==> config.mk <==
export PLATFORM = sky130hd
export DESIGN_NAME = ttq_cfg_regs_flat
export DESIGN_NICKNAME = d
export VERILOG_FILES = /design/src/sv/ttq_pkg.sv /design/src/sv/ttq_ifs.sv /design/src/sv/ttq_cfg_regs.sv /design/src/flat_wrapper.sv
export SDC_FILE = /design/constraint.sdc
export NUM_CORES = 1
export LEC_CHECK = 0
export BUFFER_PORTS_ARGS = -buffer_cell sky130_fd_sc_hd__buf_2
export CORE_ASPECT_RATIO = 1.4
export CORE_MARGIN = 4
export CORE_UTILIZATION = 43
export CTS_CLUSTER_DIAMETER = 100
export DETAILED_ROUTE_END_ITERATION = 10
export PLACE_DENSITY = 0.81
export SYNTH_ARGS = -nofsm -noshare
export SYNTH_HDL_FRONTEND = slang
export SYNTH_SLANG_ARGS = --single-unit
==> constraint.sdc <==
create_clock -name clk -period 0.8 [get_ports clk]
set_input_delay 0.16 -clock clk [delete_from_list [all_inputs] [get_ports clk]]
set_output_delay 0.16 -clock clk [all_outputs]
set_load 0.01 [all_outputs]
==> src/sv/ttq_pkg.sv <==
// Shared constants, register codes and types of the threshold table quantizer.
package ttq_pkg;

	localparam int unsigned MAX_BITS_DEF     = 12;
	localparam int unsigned SAMPLE_WIDTH_DEF = 24;

	localparam int unsigned MODE_W    = 2;
	localparam int unsigned BITS_W    = 4;
	localparam int unsigned VREF_W    = 23;
	localparam int unsigned CFG_IDX_W = 3;
	localparam int unsigned CFG_DAT_W = 23;
	localparam int unsigned BITS_MIN  = 4;

	localparam logic [MODE_W-1:0] MODE_SAMPLE = 2'd0;
	localparam logic [MODE_W-1:0] MODE_WR_TH  = 2'd1;
	localparam logic [MODE_W-1:0] MODE_WR_LV  = 2'd2;

	localparam logic [CFG_IDX_W-1:0] REG_BITS     = 3'd0;
	localparam logic [CFG_IDX_W-1:0] REG_TWOS     = 3'd1;
	localparam logic [CFG_IDX_W-1:0] REG_VREF     = 3'd2;
	localparam logic [CFG_IDX_W-1:0] REG_SNAP_EN  = 3'd3;
	localparam logic [CFG_IDX_W-1:0] REG_SNAP_TOL = 3'd4;

	localparam logic [BITS_W-1:0] BITS_RST     = 4'd8;
	localparam logic              TWOS_RST     = 1'b0;
	localparam logic [VREF_W-1:0] VREF_RST     = 23'd4194304;
	localparam logic              SNAP_EN_RST  = 1'b1;
	localparam logic [VREF_W-1:0] SNAP_TOL_RST = 23'd164;

	typedef struct packed {
		logic [BITS_W-1:0] bits;
		logic              twos;
		logic [VREF_W-1:0] vref;
		logic              snap_en;
		logic [VREF_W-1:0] snap_tol;
	} cfg_regs_t;

endpackage

==> src/sv/ttq_ifs.sv <==


interface ttq_cfg_if;
	import ttq_pkg::*;
	logic                 valid;
	logic                 ready;
	logic [CFG_IDX_W-1:0] index;
	logic [CFG_DAT_W-1:0] data;

	modport source (output valid, index, data, input ready);
	modport sink (input valid, index, data, output ready);
endinterface

==> src/sv/ttq_cfg_regs.sv <==
// Configuration register file of the quantizer.
module ttq_cfg_regs (
	input  logic              clk,
	input  logic              arst_n,
	ttq_cfg_if.sink           cfg,
	output ttq_pkg::cfg_regs_t regs,
	output logic              bits_wr
);
	import ttq_pkg::*;

	cfg_regs_t regs_q;
	logic      wr;

	assign cfg.ready = 1'b1;
	assign wr        = cfg.valid && cfg.ready;
	assign bits_wr   = wr && (cfg.index == REG_BITS);
	assign regs      = regs_q;

	always_ff @(posedge clk or negedge arst_n) begin
		if (!arst_n) begin
			regs_q.bits     <= BITS_RST;
			regs_q.twos     <= TWOS_RST;
			regs_q.vref     <= VREF_RST;
			regs_q.snap_en  <= SNAP_EN_RST;
			regs_q.snap_tol <= SNAP_TOL_RST;
		end else if (wr) begin
			case (cfg.index)
				REG_BITS:     regs_q.bits     <= cfg.data[BITS_W-1:0];
				REG_TWOS:     regs_q.twos     <= cfg.data[0];
				REG_VREF:     regs_q.vref     <= cfg.data[VREF_W-1:0];
				REG_SNAP_EN:  regs_q.snap_en  <= cfg.data[0];
				REG_SNAP_TOL: regs_q.snap_tol <= cfg.data[VREF_W-1:0];
				default: ;
			endcase
		end
	end
endmodule

==> src/flat_wrapper.sv <==
// flat-port wrapper written by rule: the top's interface ports become plain ports
module ttq_cfg_regs_flat import ttq_pkg::*;
  (clk, arst_n, regs, bits_wr, cfg_valid, cfg_index, cfg_data, cfg_ready);
  ttq_cfg_if cfg_i ();
  input  logic clk;
  input  logic arst_n;
  output ttq_pkg::cfg_regs_t regs;
  output logic bits_wr;
  input wire logic [$bits(cfg_i.valid)-1:0] cfg_valid;
  input wire logic [$bits(cfg_i.index)-1:0] cfg_index;
  input wire logic [$bits(cfg_i.data)-1:0] cfg_data;
  output wire logic [$bits(cfg_i.ready)-1:0] cfg_ready;
  assign cfg_i.valid = cfg_valid;
  assign cfg_i.index = cfg_index;
  assign cfg_i.data = cfg_data;
  assign cfg_ready = cfg_i.ready;
  ttq_cfg_regs u_core (.clk(clk), .arst_n(arst_n), .cfg(cfg_i), .regs(regs), .bits_wr(bits_wr));
endmodule
* Word level (Yosys, flattened, before mapping)
Index checks and enable logic that the tools add are counted.
** Storage, ports and cells
- Flip-flop bits (word level) :: 52
- Input bits :: 29
- Output and inout port bits :: 54
** Cells by class
- Equality and inequality tests :: 4
- Reductions and logical operators :: 7
** Operators by type and width (number)
- $reduce_and A2 Y1 :: 5
- $eq A3 B2 Y1 const B :: 2
- $eq A3 B1 Y1 const B :: 1
- $eq A3 B3 Y1 const B :: 1
- $logic_not A3 Y1 :: 1
- $logic_and A1 B1 Y1 :: 1

* Depth between registers and ports, before layout
- Depth after elaboration :: 2
- Gate-level depth with buffers :: 4
- Gate-level depth less buffers :: 2

* Least setup slack after synthesis
OpenSTA, ideal clock, no wires.
- Path type :: input to register
- From :: input cfg_index[0]
- To :: register u_core.regs_q (netlist bit u_core.regs[24])
- Arrival time :: 1.042 ns
- Data required time :: 0.675 ns
- Path slack :: -0.367 ns
- Stages :: 4
- Cells stage by stage :: nor4bb_1 > buf_2 > buf_6 > mux2_2
** On the way
- Cells in the longest elaborated chain, start to end :: 2
** Ends and longest elaborated chain
- start: declaration :: RTL line flat_wrapper.sv:10 : input wire logic [$bits(cfg_i.index)-1:0] cfg_index;
- $eq A3 B2 Y1 :: RTL line ttq_cfg_regs.sv:27 : case (cfg.index)
- $reduce_and A2 Y1 (no source line)
- end: declaration :: RTL line ttq_cfg_regs.sv:11 : cfg_regs_t regs_q;
No other way between the ends.
A chain may end at the register's enable or synchronous reset.

* Worst setup path in the final report
- From :: register u_core.regs_q (netlist bit u_core.regs[23])
- To :: output regs[23] (netlist name)
** RTL lines
- end: declaration :: RTL line flat_wrapper.sv:7 : output ttq_pkg::cfg_regs_t regs;
No word-level cell between the ends.

==> results.cfg <==
[status]
status = complete, but fails checks
failed_checks = setup timing

[grt]
overflow = 0
grt_antenna_before_repair = 0
grt_pass1_vias = 1627
grt_pass1_wl_mm = 8.70
grt_use_total_pct = 19.3
grt_start_max_net_pins = 53

[routing]
drtPass1Iterations = 4
drc = 0
ant_nets = 0
drt_iter0_drc = 45
drt_wl_total_mm = 6.10
dr_total_vias = 1549
routedWlPerCell_um = 19.0
vias_per_cell = 4.83

[power]
p_seq_share_pct = 44.4
p_switching_mw = 2.22
pwr-share-comb_pct = 37.4
swShare_pct = 27.1
power.leakage_nw = 1.76
internal_power_mw = 5.97
p_clk_share_pct = 18.2
peakVddDrop_mv = 1.39
powerDensity_nw_per_um2 = 2340

[clock_tree]
clk_path_buf_depth = 2
cts-buffers-inserted = 5
cts_tree = yes
htree_levels = 2
clk_pin_slew_ns = 0.09
cts_root_buf = clkbuf_8
cts_num_sinks = 52
clk-insertion-delay-late_ns = 0.29

[final_layout]
mostFrequentLayoutCells = buf_2, mux2_4, dfrtp_1
layout_commonest_cell = buf_2
drive_gt1_share_pct = 80.2
final_util_pct = 72.7
syn_to_final_growth_pct = 64.8
final_nets = 285
largest_reg_flops = 52
diodes = 0
design_area_um2 = 3490

[sta]
final_max_slew_viol_count = 0
fin_crit_sh_pct = 138
final_hold_viol_count = 0
fin_setup_tns_ns = -21.31
finalWorstSetupSlack_ns = -0.304
finClkSkew_ns = 0
finalSetupViolations = 105
rsz0062_at_grt = yes
period_minus_slack_ns = 1.10
fmax_mhz = 906

[die]
dieHeight_um = 91.1
rows = 30
core_um2 = 4800
die_w_um = 67.4
start_util_pct = 44.1
dieArea_um2 = 6140
num_io_pins = 83

[logic_synthesis]
synth_seq_area_share_pct = 61.7
netlist-cell-type-count = 14
syn_area_per_cell_um2 = 18.1
synth_nets = 146
synthCells = 117
synth_warnings = 0
ys_seq_elements = 52
syn_area_um2 = 2120

[setup_path]
criticalPathCategory = reg -> out
crit_required_ns = 0.64
path_cells = buf_6
critPathTopFamily = flip-flops
crit_arrival_ns = 0.94
slowest_delay_ns = 0.55
cp-end-kind = output pin
start_kind = flop
crit_fanout = 2
crit_buf_inv = 1
crit_slowest_cell = dfstp_2

[run]
maxCapViolations = 0

[placed_design]
dp_hpwl_mm = 3.25
dpl-instance-area_um2 = 2690
gp_congestion = 0.710
numPortBuffers = 81

[hold_path]
hold_class = in -> reg
-- metal layers --
layer | vias up | part of all wire (%) | GRT usage [%]
li1 | 691 | - | -
met4 | 0 | 1.1 | 5.08
met3 | 6 | 6.8 | 5.07
met5 | - | 0 | 0
met2 | 80 | 54 | 33.8
met1 | 772 | 38 | 22.8
-- power groups by stage --
stage | Clock (mW) | Sequential, mW | Combinational [mW]
floorplan | 0 | 3.87 | 0.744
global placement | 0 | 3.59 | 1.89
detailed placement | 0 | 3.60 | 1.95
CTS | 1.55 | 3.57 | 2.68
global route | 1.66 | 3.69 | 3.26
finish | 1.49 | 3.63 | 3.06
-- stage by stage --
| stage | total power, mW | cells | hold slack [ns] | setup slack (ns) |
|---|---|---|---|---|
| after floorplan | 4.62 | 117 | -0.136 | -0.367 |
| after detailed placement | 5.55 | 265 | 0.175 | -0.599 |
| after CTS | 7.80 | 310 | 0.0944 | -0.320 |
| after global routing | 8.61 | 321 | 0.0934 | -0.359 |
| after global placement | 5.48 | 265 | 0.173 | -0.553 |
| final | 8.18 | 321 | 0.104 | -0.304 |
-- Yosys cell counts --
library cell | number | area, um^2
and4bb_2 | 1 | 12.5
buf_12 | 2 | 40.0
buf_2 | 1 | 5.00
buf_4 | 2 | 15.0
buf_6 | 2 | 22.5
conb_1 | 1 | 3.75
dfrtp_1 | 46 | 1150
dfstp_2 | 6 | 158
mux2_1 | 2 | 22.5
mux2_2 | 30 | 338
mux2_4 | 20 | 300
nand4b_1 | 1 | 8.76
nor4b_4 | 1 | 23.8
nor4bb_1 | 2 | 20.0
-- final cells by class --
| class | count | area (um^2) |
|---|---|---|
| Clock buffer | 8 | 90.1 |
| Fill cell | 320 | 1310 |
| Multi-Input combinational cell | 58 | 876 |
| Sequential cell | 52 | 1310 |
| Tap cell | 64 | 80.1 |
| Timing Repair Buffer | 139 | 1140 |
-- worst paths after layout --
check                                     start         endpoint  slack, ns  cells after the start
worst max-delay path            u_core.regs[23]         regs[23]      -0.30                      1
worst min-delay path               cfg_data[14]  u_core.regs[14]       0.10                      2
worst max register to register  u_core.regs[17]  u_core.regs[17]      -0.13                      2
worst min register to register  u_core.regs[35]  u_core.regs[35]       0.52                      1
max in group asynchronous                arst_n  u_core.regs[23]       0.14                      3
min in group asynchronous                arst_n  u_core.regs[42]       0.38                      3
-- what timing repair did --
item / in CTS / in global routing
gates cloned: 4 / 0
endpoints found under the hold margin: 46 / 0
hold buffers: 1 / 0
setup endpoints to repair: 104 / 105
resized for setup: 56 / 18
buffers inserted: 32 / 16
pin swaps: 5 / 2
-- cells by family after synthesis --
family | share of synthesized area, %
AND/OR/NAND/NOR | 3.07
multiplexers | 31.2
flip-flops | 61.7
buffers and inverters | 3.89
other | 0.177
No activity file was read; power rests on OpenSTA's default activity.
